File: config.mk
export PLATFORM = sky130hd
export DESIGN_NAME = delta_modulation_sample_channel_unit_flat
export DESIGN_NICKNAME = d
export VERILOG_FILES = /design/src/hdl/dmc_pkg.sv /design/src/hdl/dmc_ifs.sv /design/src/hdl/dmc_engine.sv /design/src/hdl/delta_modulation_sample_channel_unit.sv /design/src/flat_wrapper.sv
export SDC_FILE = /design/constraint.sdc
export NUM_CORES = 1
export LEC_CHECK = 0
export BUFFER_PORTS_ARGS = -buffer_cell sky130_fd_sc_hd__buf_2
export CAP_MARGIN = 20
export CORE_MARGIN = 5
export CORE_UTILIZATION = 40
export CTS_CLUSTER_DIAMETER = 50
export DETAILED_ROUTE_END_ITERATION = 8
export GPL_TIMING_DRIVEN = 0
export PLACE_DENSITY = 0.69
export SYNTH_ARGS = -nofsm -noshare
export SYNTH_HDL_FRONTEND = slang
export SYNTH_SLANG_ARGS = --single-unit
File: constraint.sdc
create_clock -name clk -period 4.24 [get_ports clk]
set_clock_uncertainty 0.05 [all_clocks]
set_input_delay 0 -clock clk [delete_from_list [all_inputs] [get_ports clk]]
set_output_delay 0 -clock clk [all_outputs]
set_load 0.1 [all_outputs]
File: src/hdl/dmc_pkg.sv
// Shared types, constants and the rate table for the delta-modulation sample channel.
package dmc_pkg;

  // Request kinds carried by one input transfer
  typedef enum logic [1:0] {
    REQ_WRITE  = 2'd0,
    REQ_TICK   = 2'd1,
    REQ_ENABLE = 2'd2,
    REQ_SAMPLE = 2'd3
  } dmc_req_t;

  // Register numbers for a register write
  typedef enum logic [1:0] {
    REG_CTRL  = 2'd0,
    REG_LEVEL = 2'd1,
    REG_START = 2'd2,
    REG_LEN   = 2'd3
  } dmc_reg_t;

  localparam logic [15:0] ADDR_RESET    = 16'hC000;
  localparam logic [15:0] ADDR_WRAP     = 16'h8000;
  localparam logic [6:0]  LEVEL_UP_MAX  = 7'd125;
  localparam logic [6:0]  LEVEL_STEP    = 7'd2;
  localparam logic [3:0]  BITS_PER_BYTE = 4'd8;

  // One accepted input item
  typedef struct packed {
    dmc_req_t    req_type;
    dmc_reg_t    reg_index;
    logic [7:0]  write_data;
    logic        enable_value;
    logic [7:0]  sample_byte;
  } dmc_item_t;

  // One result item
  typedef struct packed {
    logic [6:0]  level;
    logic        irq_flag;
    logic        fetch_request;
    logic [15:0] fetch_address;
    logic [11:0] bytes_left;
  } dmc_result_t;

  // Timer reload value for each rate index
  function automatic logic [8:0] rate_reload(input logic [3:0] idx);
    logic [8:0] r;
    unique case (idx)
      4'd0:    r = 9'd427;
      4'd1:    r = 9'd379;
      4'd2:    r = 9'd339;
      4'd3:    r = 9'd319;
      4'd4:    r = 9'd285;
      4'd5:    r = 9'd253;
      4'd6:    r = 9'd225;
      4'd7:    r = 9'd213;
      4'd8:    r = 9'd189;
      4'd9:    r = 9'd159;
      4'd10:   r = 9'd141;
      4'd11:   r = 9'd127;
      4'd12:   r = 9'd105;
      4'd13:   r = 9'd83;
      4'd14:   r = 9'd71;
      default: r = 9'd53;
    endcase
    return r;
  endfunction

endpackage

File: src/hdl/dmc_ifs.sv
// Valid/ready channel interfaces for the sample channel's input and result sides.
interface dmc_in_if;
  logic       valid;
  logic       ready;
  logic [1:0] req_type;
  logic [1:0] reg_index;
  logic [7:0] write_data;
  logic       enable_value;
  logic [7:0] sample_byte;

  modport source (output valid, req_type, reg_index, write_data, enable_value,
                  sample_byte, input ready);
  modport sink   (input valid, req_type, reg_index, write_data, enable_value,
                  sample_byte, output ready);
endinterface

interface dmc_out_if;
  logic        valid;
  logic        ready;
  logic [6:0]  level;
  logic        irq_flag;
  logic        fetch_request;
  logic [15:0] fetch_address;
  logic [11:0] bytes_left;

  modport source (output valid, level, irq_flag, fetch_request, fetch_address,
                  bytes_left, input ready);
  modport sink   (input valid, level, irq_flag, fetch_request, fetch_address,
                  bytes_left, output ready);
endinterface

File: src/hdl/dmc_engine.sv
// Channel state registers and the single-pass update for one item.
module dmc_engine (
  input  logic                clk,
  input  logic                rst_n,
  input  logic                step,
  input  dmc_pkg::dmc_item_t   item,
  output dmc_pkg::dmc_result_t result
);
  import dmc_pkg::*;

  logic [3:0]  rate_index_r,  rate_index_nxt;
  logic        loop_mode_r,   loop_mode_nxt;
  logic        irq_en_r,      irq_en_nxt;
  logic        irq_pend_r,    irq_pend_nxt;
  logic [6:0]  level_r,       level_nxt;
  logic [15:0] start_addr_r,  start_addr_nxt;
  logic [11:0] sample_len_r,  sample_len_nxt;
  logic [15:0] cur_addr_r,    cur_addr_nxt;
  logic [11:0] remain_r,      remain_nxt;
  logic [8:0]  timer_r,       timer_nxt;
  logic [7:0]  shift_r,       shift_nxt;
  logic [3:0]  bits_left_r,   bits_left_nxt;
  logic        silent_r,      silent_nxt;
  logic [7:0]  buf_r,         buf_nxt;
  logic        buf_full_r,    buf_full_nxt;

  logic        fetch_go;
  logic        fetch_req;
  logic [15:0] fetch_addr;

  // Compute the next channel state for the current item
  always_comb begin
    rate_index_nxt = rate_index_r;
    loop_mode_nxt  = loop_mode_r;
    irq_en_nxt     = irq_en_r;
    irq_pend_nxt   = irq_pend_r;
    level_nxt      = level_r;
    start_addr_nxt = start_addr_r;
    sample_len_nxt = sample_len_r;
    cur_addr_nxt   = cur_addr_r;
    remain_nxt     = remain_r;
    timer_nxt      = timer_r;
    shift_nxt      = shift_r;
    bits_left_nxt  = bits_left_r;
    silent_nxt     = silent_r;
    buf_nxt        = buf_r;
    buf_full_nxt   = buf_full_r;
    fetch_go       = 1'b0;
    fetch_req      = 1'b0;
    fetch_addr     = '0;

    case (item.req_type)
      REQ_WRITE: begin
        unique case (item.reg_index)
          REG_CTRL: begin
            rate_index_nxt = item.write_data[3:0];
            loop_mode_nxt  = item.write_data[6];
            irq_en_nxt     = item.write_data[7];
            if (!item.write_data[7]) begin
              irq_pend_nxt = 1'b0;
            end
          end
          REG_LEVEL: level_nxt      = item.write_data[6:0];
          REG_START: start_addr_nxt = {2'b11, item.write_data, 6'b0};
          default:   sample_len_nxt = {item.write_data, 4'b0001};
        endcase
      end
      REQ_TICK: begin
        if (timer_r != '0) begin
          timer_nxt = timer_r - 9'd1;
        end else begin
          timer_nxt = rate_reload(rate_index_r);
          // Move the level unless it would leave the 7-bit range
          if (!silent_r) begin
            if (shift_r[0]) begin
              if (level_r <= LEVEL_UP_MAX) level_nxt = level_r + LEVEL_STEP;
            end else begin
              if (level_r >= LEVEL_STEP) level_nxt = level_r - LEVEL_STEP;
            end
          end
          shift_nxt     = {1'b0, shift_r[7:1]};
          bits_left_nxt = bits_left_r - 4'd1;
          // End of byte: reload from the buffer or go silent
          if (bits_left_nxt == '0) begin
            bits_left_nxt = BITS_PER_BYTE;
            if (buf_full_r) begin
              silent_nxt   = 1'b0;
              shift_nxt    = buf_r;
              buf_full_nxt = 1'b0;
              fetch_go     = 1'b1;
            end else begin
              silent_nxt = 1'b1;
            end
          end
        end
      end
      REQ_ENABLE: begin
        irq_pend_nxt = 1'b0;
        if (!item.enable_value) begin
          remain_nxt = '0;
        end else if (remain_r == '0) begin
          cur_addr_nxt = start_addr_r;
          remain_nxt   = sample_len_r;
          fetch_go     = !buf_full_r;
        end
      end
      default: begin
        buf_nxt      = item.sample_byte;
        buf_full_nxt = 1'b1;
      end
    endcase

    // Issue a fetch while bytes remain; advance address and count now
    if (fetch_go && remain_nxt != '0) begin
      fetch_req    = 1'b1;
      fetch_addr   = cur_addr_nxt;
      cur_addr_nxt = (cur_addr_nxt + 16'd1) | ADDR_WRAP;
      remain_nxt   = remain_nxt - 12'd1;
      if (remain_nxt == '0) begin
        if (loop_mode_nxt) begin
          cur_addr_nxt = start_addr_nxt;
          remain_nxt   = sample_len_nxt;
        end else if (irq_en_nxt) begin
          irq_pend_nxt = 1'b1;
        end
      end
    end
  end

  // Result reflects the state after this item
  always_comb begin
    result.level         = level_nxt;
    result.irq_flag      = irq_pend_nxt;
    result.fetch_request = fetch_req;
    result.fetch_address = fetch_addr;
    result.bytes_left    = remain_nxt;
  end

  // Commit state on each processed item
  always_ff @(posedge clk) begin
    if (!rst_n) begin
      rate_index_r <= '0;
      loop_mode_r  <= 1'b0;
      irq_en_r     <= 1'b0;
      irq_pend_r   <= 1'b0;
      level_r      <= '0;
      start_addr_r <= ADDR_RESET;
      sample_len_r <= 12'd1;
      cur_addr_r   <= ADDR_RESET;
      remain_r     <= '0;
      timer_r      <= '0;
      shift_r      <= '0;
      bits_left_r  <= BITS_PER_BYTE;
      silent_r     <= 1'b1;
      buf_r        <= '0;
      buf_full_r   <= 1'b0;
    end else if (step) begin
      rate_index_r <= rate_index_nxt;
      loop_mode_r  <= loop_mode_nxt;
      irq_en_r     <= irq_en_nxt;
      irq_pend_r   <= irq_pend_nxt;
      level_r      <= level_nxt;
      start_addr_r <= start_addr_nxt;
      sample_len_r <= sample_len_nxt;
      cur_addr_r   <= cur_addr_nxt;
      remain_r     <= remain_nxt;
      timer_r      <= timer_nxt;
      shift_r      <= shift_nxt;
      bits_left_r  <= bits_left_nxt;
      silent_r     <= silent_nxt;
      buf_r        <= buf_nxt;
      buf_full_r   <= buf_full_nxt;
    end
  end

  // Bit counter always sits in 1..8
  a_bits_range: assert property (@(posedge clk) disable iff (!rst_n)
    bits_left_r != '0 && bits_left_r <= BITS_PER_BYTE)
    else $error("bit counter out of range");

  // Timer never exceeds the longest reload
  a_timer_range: assert property (@(posedge clk) disable iff (!rst_n)
    timer_r <= 9'd427)
    else $error("rate timer out of range");

  // Fetches always target the upper half of the address space
  a_fetch_addr: assert property (@(posedge clk) disable iff (!rst_n)
    step && fetch_req |-> fetch_addr[15])
    else $error("fetch address below wrap base");

  // A fetch consumes one buffered byte slot or starts a sample
  a_fetch_cause: assert property (@(posedge clk) disable iff (!rst_n)
    step && fetch_req |-> item.req_type == REQ_TICK || item.req_type == REQ_ENABLE)
    else $error("fetch issued by wrong request kind");

endmodule

File: src/hdl/delta_modulation_sample_channel_unit.sv
// Top level of the delta-modulation sample channel: input register, engine, result register.
//
//  channel  dir  handshake     payload
//  in_chan  in   valid/ready   req_type, reg_index, write_data, enable_value, sample_byte
//  out_chan out  valid/ready   level, irq_flag, fetch_request, fetch_address, bytes_left
//
// One item per clock sustained while the result side is not stalled; each item passes from
// transfer in to result out through the input register, then the state update into the result register.
// Reset (rst_n low, synchronous) restores the channel state and empties both registers.
// A stalled result holds the pipe; an item waiting in the input register is kept until
// the result register frees, so nothing is lost or repeated.
module delta_modulation_sample_channel_unit (
  input  logic      clk,
  input  logic      rst_n,
  dmc_in_if.sink    in_chan,
  dmc_out_if.source out_chan
);
  import dmc_pkg::*;

  logic        in_valid_r;
  dmc_item_t   item_r;
  logic        out_valid_r;
  dmc_result_t out_r;
  dmc_result_t result;
  logic        advance;
  logic        step;
  logic        in_ready;

  // Move forward whenever the result register is free or being drained
  assign advance  = !out_valid_r || out_chan.ready;
  assign in_ready = !in_valid_r || advance;
  assign step     = in_valid_r && advance;
  assign in_chan.ready = in_ready;

  // Capture input transfers
  always_ff @(posedge clk) begin
    if (!rst_n) begin
      in_valid_r <= 1'b0;
    end else if (in_ready) begin
      in_valid_r <= in_chan.valid;
    end
  end

  always_ff @(posedge clk) begin
    if (in_ready && in_chan.valid) begin
      item_r.req_type     <= dmc_req_t'(in_chan.req_type);
      item_r.reg_index    <= dmc_reg_t'(in_chan.reg_index);
      item_r.write_data   <= in_chan.write_data;
      item_r.enable_value <= in_chan.enable_value;
      item_r.sample_byte  <= in_chan.sample_byte;
    end
  end

  dmc_engine u_engine (
    .clk    (clk),
    .rst_n  (rst_n),
    .step   (step),
    .item   (item_r),
    .result (result)
  );

  // Hold results until transferred out
  always_ff @(posedge clk) begin
    if (!rst_n) begin
      out_valid_r <= 1'b0;
    end else if (advance) begin
      out_valid_r <= in_valid_r;
    end
  end

  always_ff @(posedge clk) begin
    if (step) begin
      out_r <= result;
    end
  end

  assign out_chan.valid         = out_valid_r;
  assign out_chan.level         = out_r.level;
  assign out_chan.irq_flag      = out_r.irq_flag;
  assign out_chan.fetch_request = out_r.fetch_request;
  assign out_chan.fetch_address = out_r.fetch_address;
  assign out_chan.bytes_left    = out_r.bytes_left;

  // A waiting item is never dropped while the output stalls
  a_hold_item: assert property (@(posedge clk) disable iff (!rst_n)
    in_valid_r && !advance |=> in_valid_r && $stable(item_r))
    else $error("stalled item lost");

  // An empty input register always takes a transfer
  a_ready_empty: assert property (@(posedge clk) disable iff (!rst_n)
    !in_valid_r |-> in_ready)
    else $error("input blocked while empty");

  // A processed item always produces a pending result
  a_step_result: assert property (@(posedge clk) disable iff (!rst_n)
    step |=> out_valid_r)
    else $error("result missing after step");

endmodule
File: src/flat_wrapper.sv
// flat-port wrapper written by rule: the top's interface ports become plain ports
module delta_modulation_sample_channel_unit_flat import dmc_pkg::*;
  (clk, rst_n, in_chan_valid, in_chan_req_type, in_chan_reg_index, in_chan_write_data, in_chan_enable_value, in_chan_sample_byte, in_chan_ready, out_chan_valid, out_chan_level, out_chan_irq_flag, out_chan_fetch_request, out_chan_fetch_address, out_chan_bytes_left, out_chan_ready);
  dmc_in_if in_chan_i ();
  dmc_out_if out_chan_i ();
  input  logic clk;
  input  logic rst_n;
  input wire logic [$bits(in_chan_i.valid)-1:0] in_chan_valid;
  input wire logic [$bits(in_chan_i.req_type)-1:0] in_chan_req_type;
  input wire logic [$bits(in_chan_i.reg_index)-1:0] in_chan_reg_index;
  input wire logic [$bits(in_chan_i.write_data)-1:0] in_chan_write_data;
  input wire logic [$bits(in_chan_i.enable_value)-1:0] in_chan_enable_value;
  input wire logic [$bits(in_chan_i.sample_byte)-1:0] in_chan_sample_byte;
  output wire logic [$bits(in_chan_i.ready)-1:0] in_chan_ready;
  output wire logic [$bits(out_chan_i.valid)-1:0] out_chan_valid;
  output wire logic [$bits(out_chan_i.level)-1:0] out_chan_level;
  output wire logic [$bits(out_chan_i.irq_flag)-1:0] out_chan_irq_flag;
  output wire logic [$bits(out_chan_i.fetch_request)-1:0] out_chan_fetch_request;
  output wire logic [$bits(out_chan_i.fetch_address)-1:0] out_chan_fetch_address;
  output wire logic [$bits(out_chan_i.bytes_left)-1:0] out_chan_bytes_left;
  input wire logic [$bits(out_chan_i.ready)-1:0] out_chan_ready;
  assign in_chan_i.valid = in_chan_valid;
  assign in_chan_i.req_type = in_chan_req_type;
  assign in_chan_i.reg_index = in_chan_reg_index;
  assign in_chan_i.write_data = in_chan_write_data;
  assign in_chan_i.enable_value = in_chan_enable_value;
  assign in_chan_i.sample_byte = in_chan_sample_byte;
  assign in_chan_ready = in_chan_i.ready;
  assign out_chan_valid = out_chan_i.valid;
  assign out_chan_level = out_chan_i.level;
  assign out_chan_irq_flag = out_chan_i.irq_flag;
  assign out_chan_fetch_request = out_chan_i.fetch_request;
  assign out_chan_fetch_address = out_chan_i.fetch_address;
  assign out_chan_bytes_left = out_chan_i.bytes_left;
  assign out_chan_i.ready = out_chan_ready;
  delta_modulation_sample_channel_unit u_core (.clk(clk), .rst_n(rst_n), .in_chan(in_chan_i), .out_chan(out_chan_i));
endmodule
# Yosys cells after proc, flatten, opt, wreduce, memory -nomap -nowiden
# Memories as Yosys holds them, arrays and structs flattened. A register that Yosys moved wholly into a read port is not among the register bits.
# Cells that the tools add are included.
dict set report word_totals {
  word_cells 120
  memories 1
  out_inout_bits 39
  mem_bits_rw 0
  latch_bits 0
  regBits 161
  rom_bits 128
  inputBits 25
}
dict set report op_classes {
  reduce_logical 24
  n_lt_le_gt_ge 2
  multipliers 0
  mux 51
  n_div 0
  shifts 0
  n_addsub 6
  n_eq_ne 6
  bitwise_logic 3
}
# memory depth width read_ports rd_ports_with_merged_regs write_ports line
set mem_list {}
lappend mem_list {{(name not given)} 16 8 1 1 0 dmc_pkg.sv:47} ;# unique case (idx)
# op n
set ops {}
lappend ops {{$mux W16} 8}
lappend ops {{$mux W12} 8}
lappend ops {{$mux W7} 6}
lappend ops {{$logic_not A12 Y1} 2}
lappend ops {{$mux W1} 19}
lappend ops {{$mux W8} 2}
lappend ops {{$add A15 B1 Y15 const B} 1}
lappend ops {{$pmux W7 S2} 1}
lappend ops {{$mux W4} 3}
lappend ops {{$reduce_bool A12 Y1} 1}
lappend ops {{$sub A12 B1 Y12 const B} 1}
lappend ops {{$mux W9} 1}
lappend ops {{$reduce_bool A9 Y1} 1}
lappend ops {{$sub A9 B1 Y9 const B} 1}
lappend ops {{$reduce_and A4 Y1} 2}
lappend ops {{$add A7 B2 Y7 const B} 1}
lappend ops {{$ge A7 B2 Y1 const B} 1}
lappend ops {{$le A7 B7 Y1 const B} 1}
lappend ops {{$sub A7 B2 Y7 const B} 1}
lappend ops {{$pmux W1 S2} 3}
lappend ops {{$reduce_and A3 Y1} 2}
lappend ops {{$reduce_or A3 Y1} 2}
lappend ops {{$eq A2 B1 Y1 const B} 2}
lappend ops {{$eq A2 B2 Y1 const B} 2}
lappend ops {{10 further kinds} 20}

# Logic depth before layout (Yosys ltp)
# Gate-level depths: netlist of run 1.
dict set report logic_depth {
  ltp_word 8
  mapped_depth 18
  mapped_depth_nobuf 15
}

# By module
# From an unflattened synthesis of run 1, not the netlist that was laid out.
dict set report hier_totals {
  hier_cells 993
  hier_area_um2 8808.4
}
# module area_per_inst_um2 seq_area_each_um2 instances cells_each
set by_module_without_submodules {}
lappend by_module_without_submodules {dmc_engine 6962.9 2182.1 1 926}
lappend by_module_without_submodules {delta_modulation_sample_channel_unit 1845.5 1781.7 1 67}

# Worst setup path after synthesis of run 1
# Ideal clock, no wire load.
dict set report synth_path {
  path_kind {register to register}
  start {reg u_core.item_r[19] (netlist name)}
  end {reg u_core.out_r (netlist bit u_core.out_chan.bytes_left[1]), data pin}
  n_path_buf 4
  setup_time_ps 257
  required_time_ps 3933
  synth_period_minus_slack_ps 4055
  arrival_ps 3748
  slack_ps 185
  stages_incl_launch_ff 17
  path_cell_list {edfxtp_1 inv_1 ha_1 nor2b_1 clkbuf_1 or2_2 ha_1 o211ai_1 or3_1 buf_2 or4_1 a211o_1 or2_0 buf_2 buf_6 mux2i_1 nor2_1}
}
# item line
set synth_rtl {}
lappend synth_rtl {{start, declared} delta_modulation_sample_channel_unit.sv:21} ;# dmc_item_t item_r;
lappend synth_rtl {{end signal, assigned} delta_modulation_sample_channel_unit.sv:73} ;# out_r <= result;
lappend synth_rtl {{end, declared} delta_modulation_sample_channel_unit.sv:23} ;# dmc_result_t out_r;

# Final worst setup path of run 1
dict set report layout_path {
  start {reg u_core.item_r[20] (netlist name)}
  end {reg u_core.u_engine.cur_addr_r[6]}
}
dict set report layout_via {
  elab_chain_cells 6
  elab_cells_between_ends 16
  cone_classes {add/sub (2); eq/ne (2); mux (8); reduce/logical (4)}
}
# item line
set layout_lines {}
lappend layout_lines {{$eq A2 B2 Y1} dmc_engine.sv:52} ;# case (item.req_type)
lappend layout_lines {{$mux W12 or $mux W16 (tied branches)} dmc_engine.sv:52}
lappend layout_lines {{$sub A12 B1 Y12 or $add A15 B1 Y15 (tied branches)} {dmc_engine.sv:118, dmc_engine.sv:117}}
lappend layout_lines {{$logic_not A12 Y1 or $mux W16 (tied branches)} {dmc_engine.sv:119, dmc_engine.sv:120}}
lappend layout_lines {{$mux W16} dmc_engine.sv:119} ;# if (remain_nxt == '0) begin
lappend layout_lines {{$mux W16 *} dmc_engine.sv:114} ;# if (fetch_go && remain_nxt != '0) begin
lappend layout_lines {{end signal, assigned} dmc_engine.sv:165} ;# cur_addr_r <= cur_addr_nxt;
lappend layout_lines {{end, declared} dmc_engine.sv:18} ;# logic [15:0] cur_addr_r, cur_addr_nxt;
# Mark *: on every way between the ends. The rest lies on a longest branch, timed or not.
# A chain may end at the register's enable or synchronous reset.

==> results.md, run 1 <==
| Parameter | Reported | Unit |
|:---|:---|:---|
| Result of the run | finished, final reports clean | - |
| Number of buffers added on ports | 63 | - |
| Via count of the first global-routing pass | 7829 | - |
| YS warnings | 0 | - |
| DR DRC count | 0 | - |
| Crit Path Max Fanout | 8 | - |
| Post-synthesis net count | 1035 | - |
| Critical path class | flop to flop | - |
| CTS max path bufs | 2 | - |
| First drt pass iteration count | 6 | - |
| Area enclosed by the die boundary | 24800 | sq um |
| Netlist Area Pre-Place | 8710 | sq um |
| H-Tree Depth | 4 | - |
| Number of violations of the max-capacitance limit | 0 | - |
| CTS buffer count | 17 | - |
| DR iter-0 viols | 944 | - |
| Final Cycle Share | 0.976 | - |
| Remaining antenna violation count after routing | 0 | - |
| Setup-violating endpoint count in the final report | 0 | - |
| Hold Fails Final Rpt | 0 | - |
| Core footprint | 21600 | sq um |
| IR drop worst, VDD | 0.000266 | V |
| Post-synth top cells | 131 x nand2_1, 111 x dfxtp_1, 111 x nor2_1 | - |
| Clock tree from TritonCTS | done | - |
| Io pins | 64 | - |
| Cell at the root of the clock tree | clkbuf_16 | - |
| Later-pin clock latency in the skew report | 440 | ps |
| Largest net degree at the start of global routing | 25 | - |
| Sequential area share after synthesis | 0.455 | - |
| Crit. End Element | flop | - |
| Clk slew on worst S/H paths | 70 | ps |
| Per-cell via count in the routed design | 5.88 | - |
| Post-layout net count | 1159 | - |
| Cell type with the highest aggregate area in the netlist | dfxtp_1 | - |
| Pre-CTS worst setup slack | -877 | ps |
| Fraction of final layout cells sized beyond drive strength 1 | 0.148 | - |
| Yosys top cell area share | 0.255 | - |
| Fraction of registers with async set/reset | 0 | - |
| Width of the die | 158 | microns |
| Final RePlAce weighted congestion | 0.929 | - |
| Global Route Usage Sum | 0.215 | - |
| Antenna violations before repair | 0 | - |
| Cell variety after synth | 80 | - |
| Sinks on the clock net | 169 | - |
| Post-synth EDFFs | 58 | - |
| Post-detailed-route wirelength per cell | 18.9 | microns |
| Post-DP HPWL | 18400 | microns |
| Wirelength, routed | 26700 | microns |
| Post-route insts no fill | 1410 | - |
| Initial standard-cell utilization of the core | 0.403 | - |
| Total power per unit cell area | 376 | nW/um^2 |
| Synthesis-to-finish area growth | 20.9 | % |
| Worst max-slew margin expressed relative to the limit | 0.291 | - |
| Lkg Pwr | 4.12 | nW |
| Die Y-Extent | 158 | microns |
| Crit path setup slack, layout | 101 | ps |
| Cell row count | 54 | - |
| Number of inserted diodes | 0 | - |
| Placed cell count | 1337 | - |
| Setup slack on the worst flop-to-flop path | 100 | ps |
| Count leader, synth | nand2_1 | - |
| Main synth FF type | dfxtp_1 | - |
| Hold crit path type | primary input to flop | - |
| Post-layout min period | 4140 | ps |
| Wire length of the first global-routing pass | 41700 | microns |
| Final design utilization | 0.487 | - |
| Critical path data required time | 4480 | ps |
| Global route total overflow | 0 | - |
| Arrival time worst endpoint | 4370 | ps |
| Biggest area contributors in the synthesized netlist | dfxtp_1 26%, edfxtp_1 20%, nand2_1 5.6% | - |
| Total vias in the final route | 8292 | - |
| Number of pins with negative max-slew slack in the final report | 0 | - |
| Seq cells post-synth | 169 | - |
| Final Power | 3.96 | mW |
| Highest attainable clock frequency | 242 | MHz |
| Synthesized area per cell | 8.77 | sq um |
| Gate count of the mapped netlist | 993 | - |
| Pin slew with the least headroom to its limit | 1060 | ps |
| Worst Setup Start Kind | flop | - |
## power breakdown
part           internal [mW]  switching (mW)  leakage [nW]
Sequential              1.73          0.0447          1.47
Clock                  0.940           0.705         0.290
Combinational          0.164           0.376          2.37
## critical path: stages, from the launching register on
cell and delay (ps):
edfxtp_1 470, ha_4 230, nor3b_4 160, and4_4 200, a21o_1 190, nand2_2 90
ha_2 180, o211ai_1 120, or3_1 380, buf_4 170, or4_1 510, a211o_1 290
or2_0 220, buf_6 150, a2111oi_1 420, o41ai_1 150
## final timing paths
kind         cells past startpoint                             to                      from
max                             15  u_core.u_engine.cur_addr_r[6]         u_core.item_r[20]
min                              4                           flop                     rst_n
max reg2reg                     15  u_core.u_engine.cur_addr_r[6]         u_core.item_r[20]
min reg2reg                      2       u_core.u_engine.buf_r[3]  u_core.u_engine.buf_r[3]
## per-stage QoR
| stage | setup TNS, ps | instance area (sq um) | hold WS [ps] |
|---|---|---|---|
| 2_1_floorplan | 0 | 8710 | 48.9 |
| 3_3_place_gp | -34740 | 9380 | 126 |
| 3_5_place_dp | -35210 | 9400 | 128 |
| 4_1_cts | 0 | 10400 | 61.3 |
| 5_1_grt | -9.02 | 10500 | 100 |
| 6_report | 0 | 10500 | 71.3 |
## logic make-up after synthesis
| group | Yosys count | share of synthesized area |
|---|---|---|
| simple gates | 419 | 0.232 |
| compound gates | 246 | 0.186 |
| flops | 169 | 0.455 |
| buf+inv | 87 | 0.0395 |
| mux | 47 | 0.0550 |
| fa+ha+maj | 17 | 0.0244 |
| xor+xnor | 8 | 0.00805 |
## cell usage in the layout (no fill, tap or decap), types with 17 or more instances in the layout
master | Yosys | layout
nand3_1 | 34 | 34
o21ai_0 | 36 | 36
nor2_1 | 111 | 111
mux2i_1 | 40 | 38
clkbuf_16 | 0 | 17
inv_1 | 29 | 29
buf_2 | 5 | 65
clkbuf_1 | 45 | 37
buf_4 | 1 | 19
a21oi_1 | 93 | 93
dlygate4sd3_1 | 0 | 24
dfxtp_1 | 111 | 111
edfxtp_1 | 58 | 58
nand2_1 | 131 | 130
nor3_1 | 27 | 24
## per-layer routing
layer	GRT usage	wire length, microns
met1	0.286	11100
met2	0.347	12400
met4	0.0815	797
met5	0	0
met3	0.0401	2380
## flip-flops by register name, summed over array words and instances (netlist names), 4 cells and up, named ones only
name / count
u_core.u_engine.shift_r: 8
u_core.out_chan.level: 7
u_core.u_engine.cur_addr_r: 16
u_core.u_engine.remain_r: 12
u_core.u_engine.buf_r: 8
u_core.u_engine.sample_len_r: 12
u_core.u_engine.bits_left_r: 4
u_core.u_engine.start_addr_r: 16
u_core.u_engine.rate_index_r: 4
u_core.u_engine.timer_r: 9
u_core.item_r: 21
u_core.u_engine.level_r: 7
u_core.out_chan.fetch_address: 16
u_core.out_chan.bytes_left: 12
## repair_timing
action | in CTS | in global routing
pin swaps | 6 | 3
resized for setup | 22 | 24
buffers inserted | 14 | 4
setup endpoints to repair | 59 | 45
hold buffers | 24 | 0
hold endpoints to repair | 23 | 0
## area by class of cell
type / count / area (sq um)
plain buffers: 55 / 264
clock buffers: 17 / 425
inverters: 30 / 113
clock inverters: 15 / 186
well taps: 280 / 350
repair buffers: 107 / 716
fillers: 2090 / 11100
multi-input cells: 737 / 4520
flip-flops and latches: 169 / 3960
Power figures use the tool's default switching activity.
==> run 2: changes to the inputs <==
CORE_MARGIN = default   (was 5)
CORE_UTILIZATION = 50   (was 40)
PLACE_DENSITY = 0.81   (was 0.69)
SETUP_SLACK_MARGIN = 0.3   (was default)
==> run 2 against run 1 <==
The flow now finishes with violations (DRC); die area down 28%; hold slack better by 39 ps; global-route usage up 8.9 points; final cell count down 3.4%; clock power about the same.
==> results.md, run 2 (synthesis results as in run 1) <==
| Parameter | Reported | Unit |
|:---|:---|:---|
| Failing checks | DRC | - |
| Most common cell after layout, fill and taps aside | nand2_1 | - |
| Clk slew on worst S/H paths | 70 | ps |
| Remaining antenna violation count after routing | 0 | - |
| Post-layout min period | 4070 | ps |
| Launch point of the worst reg-to-reg path | u_core.item_r[20] | - |
| Crit. End Element | flop | - |
| Core footprint | 16800 | sq um |
| Pre-CTS worst setup slack | -499 | ps |
| Final Cycle Share | 0.961 | - |
| Final instance area | 10600 | sq um |
| Fraction of final layout cells sized beyond drive strength 1 | 0.173 | - |
| Sinks on the clock net | 169 | - |
| Io pins | 64 | - |
| Initial standard-cell utilization of the core | 0.518 | - |
| First drt pass iteration count | 9 | - |
| Later-pin clock latency in the skew report | 440 | ps |
| Global route total overflow | 0 | - |
| H-Tree Depth | 4 | - |
| Post-detailed-route wirelength per cell | 19.8 | microns |
| Largest register FFs | 21 | - |
| Cell area after placement | 9360 | sq um |
| Per-cell via count in the routed design | 6.28 | - |
| Hold Fails Final Rpt | 0 | - |
| Pin slew with the least headroom to its limit | 1140 | ps |
| Global Route Usage Sum | 0.304 | - |
| Crit. Startpoint | u_core.item_r[20] | - |
| Crit Path Max Fanout | 10 | - |
| DR iter-0 viols | 1157 | - |
| Final Power | 3.95 | mW |
| Launch point of the worst hold path | rst_n | - |
| Via count of the first global-routing pass | 7873 | - |
| Synthesis-to-finish area growth | 22.2 | % |
| Result of the run | complete, but fails checks | - |
| Largest net degree at the start of global routing | 31 | - |
| Lkg Pwr | 4.20 | nW |
| Post-layout net count | 1171 | - |
| CTS buffer count | 17 | - |
| Arrival time worst endpoint | 4370 | ps |
| Highest attainable clock frequency | 245 | MHz |
| Number of inserted diodes | 0 | - |
| Number of violations of the max-capacitance limit | 0 | - |
| Width of the die | 134 | microns |
| Total power per unit cell area | 371 | nW/um^2 |
| Hold crit path type | primary input to flop | - |
| Die Y-Extent | 134 | microns |
| DR DRC count | 1 | - |
| Clock tree from TritonCTS | done | - |
| Crit path setup slack, layout | 166 | ps |
| Wire length of the first global-routing pass | 42000 | microns |
| Cell row count | 47 | - |
| Critical path data required time | 4530 | ps |
| CTS max path bufs | 2 | - |
| Worst max-slew margin expressed relative to the limit | 0.235 | - |
| Cell at the root of the clock tree | clkbuf_16 | - |
| Top library cells by usage in the layout, fill and taps aside | 128 x nand2_1, 111 x dfxtp_1, 110 x nor2_1 | - |
| Total vias in the final route | 8550 | - |
| Worst Setup Start Kind | flop | - |
| IR drop worst, VDD | 0.000305 | V |
| Area enclosed by the die boundary | 18000 | sq um |
| Number of pins with negative max-slew slack in the final report | 0 | - |
| Total Neg Setup Slack | 0 | ps |
| Wirelength, routed | 27000 | microns |
| Number of buffers added on ports | 63 | - |
| Critical path class | flop to flop | - |
| Final RePlAce weighted congestion | 0.978 | - |
| Post-DP HPWL | 17700 | microns |
| Unrepaired setup endpoints after global routing | true | - |
| Antenna violations before repair | 0 | - |
| Setup-violating endpoint count in the final report | 0 | - |
| Register bank with the most flops | u_core.item_r | - |
==> run 2: stage by stage <==
stage	util	instances	hold WS (ps)
2_1_floorplan	-	993	48.9
3_3_place_gp	0.555	1276	126
3_5_place_dp	0.556	1278	128
4_1_cts	0.626	1357	92.2
5_1_grt	0.633	1362	137
6_report	0.633	1362	110
==> run 2: power breakdown <==
part	switching [mW]	internal [mW]	leakage, nW	total, mW
sequential	0.0438	1.73	1.47	1.77
clock	0.694	0.919	0.297	1.61
combinational	0.388	0.179	2.44	0.567
==> run 2: final timing paths <==
check,end,slack (ps),cells after the start
setup / recovery,u_core.u_engine.remain_r[3],170,17
hold / removal,u_core.u_engine.rate_index_r[3],110,4
setup reg to reg,u_core.u_engine.remain_r[3],170,17
hold reg to reg,u_core.u_engine.buf_r[4],400,2
==> run 2: layout make-up <==
cell class / instances / area, sq um
Buffer: 57 / 282
Clock buffer: 19 / 454
Clock inverter: 13 / 154
Fill cell: 1383 / 6180
Inverter: 30 / 113
Multi-Input combinational cell: 737 / 4600
Sequential cell: 169 / 3960
Tap cell: 220 / 275
Timing Repair Buffer: 117 / 797
==> run 2: layer usage <==
metal / share of wire / global-route usage / vias to the layer above
met2: 0.46 / 0.489 / 574
met4: 0.041 / 0.152 / 0
met3: 0.11 / 0.0767 / 117
met1: 0.39 / 0.378 / 3957
li1: - / - / 3902
met5: 0 / 0 / -
==> run 2: what timing repair did <==
| action | 4_1_cts | 5_1_grt |
|---|---|---|
| setup buffers | 22 | 5 |
| setup endpoints to repair | 59 | 54 |
| pin swaps | 16 | 15 |
| endpoints found under the hold margin | 23 | 0 |
| cloned | 1 | 0 |
| hold buffers | 24 | 0 |
| gates resized for setup | 37 | 23 |
==> run 2: critical path: stages, from the launching register on <==
cell      delay [ps]
edfxtp_1         490
ha_4             230
nor3b_4          150
and4_1           170
buf_6            130
a21o_1           160
nand2_2          100
ha_4             150
o211ai_1         130
or3_4            370
buf_6            130
or4_4            400
a211o_1          320
buf_4            210
nor2_4           200
buf_6            170
a32oi_1          130
o31ai_1          280
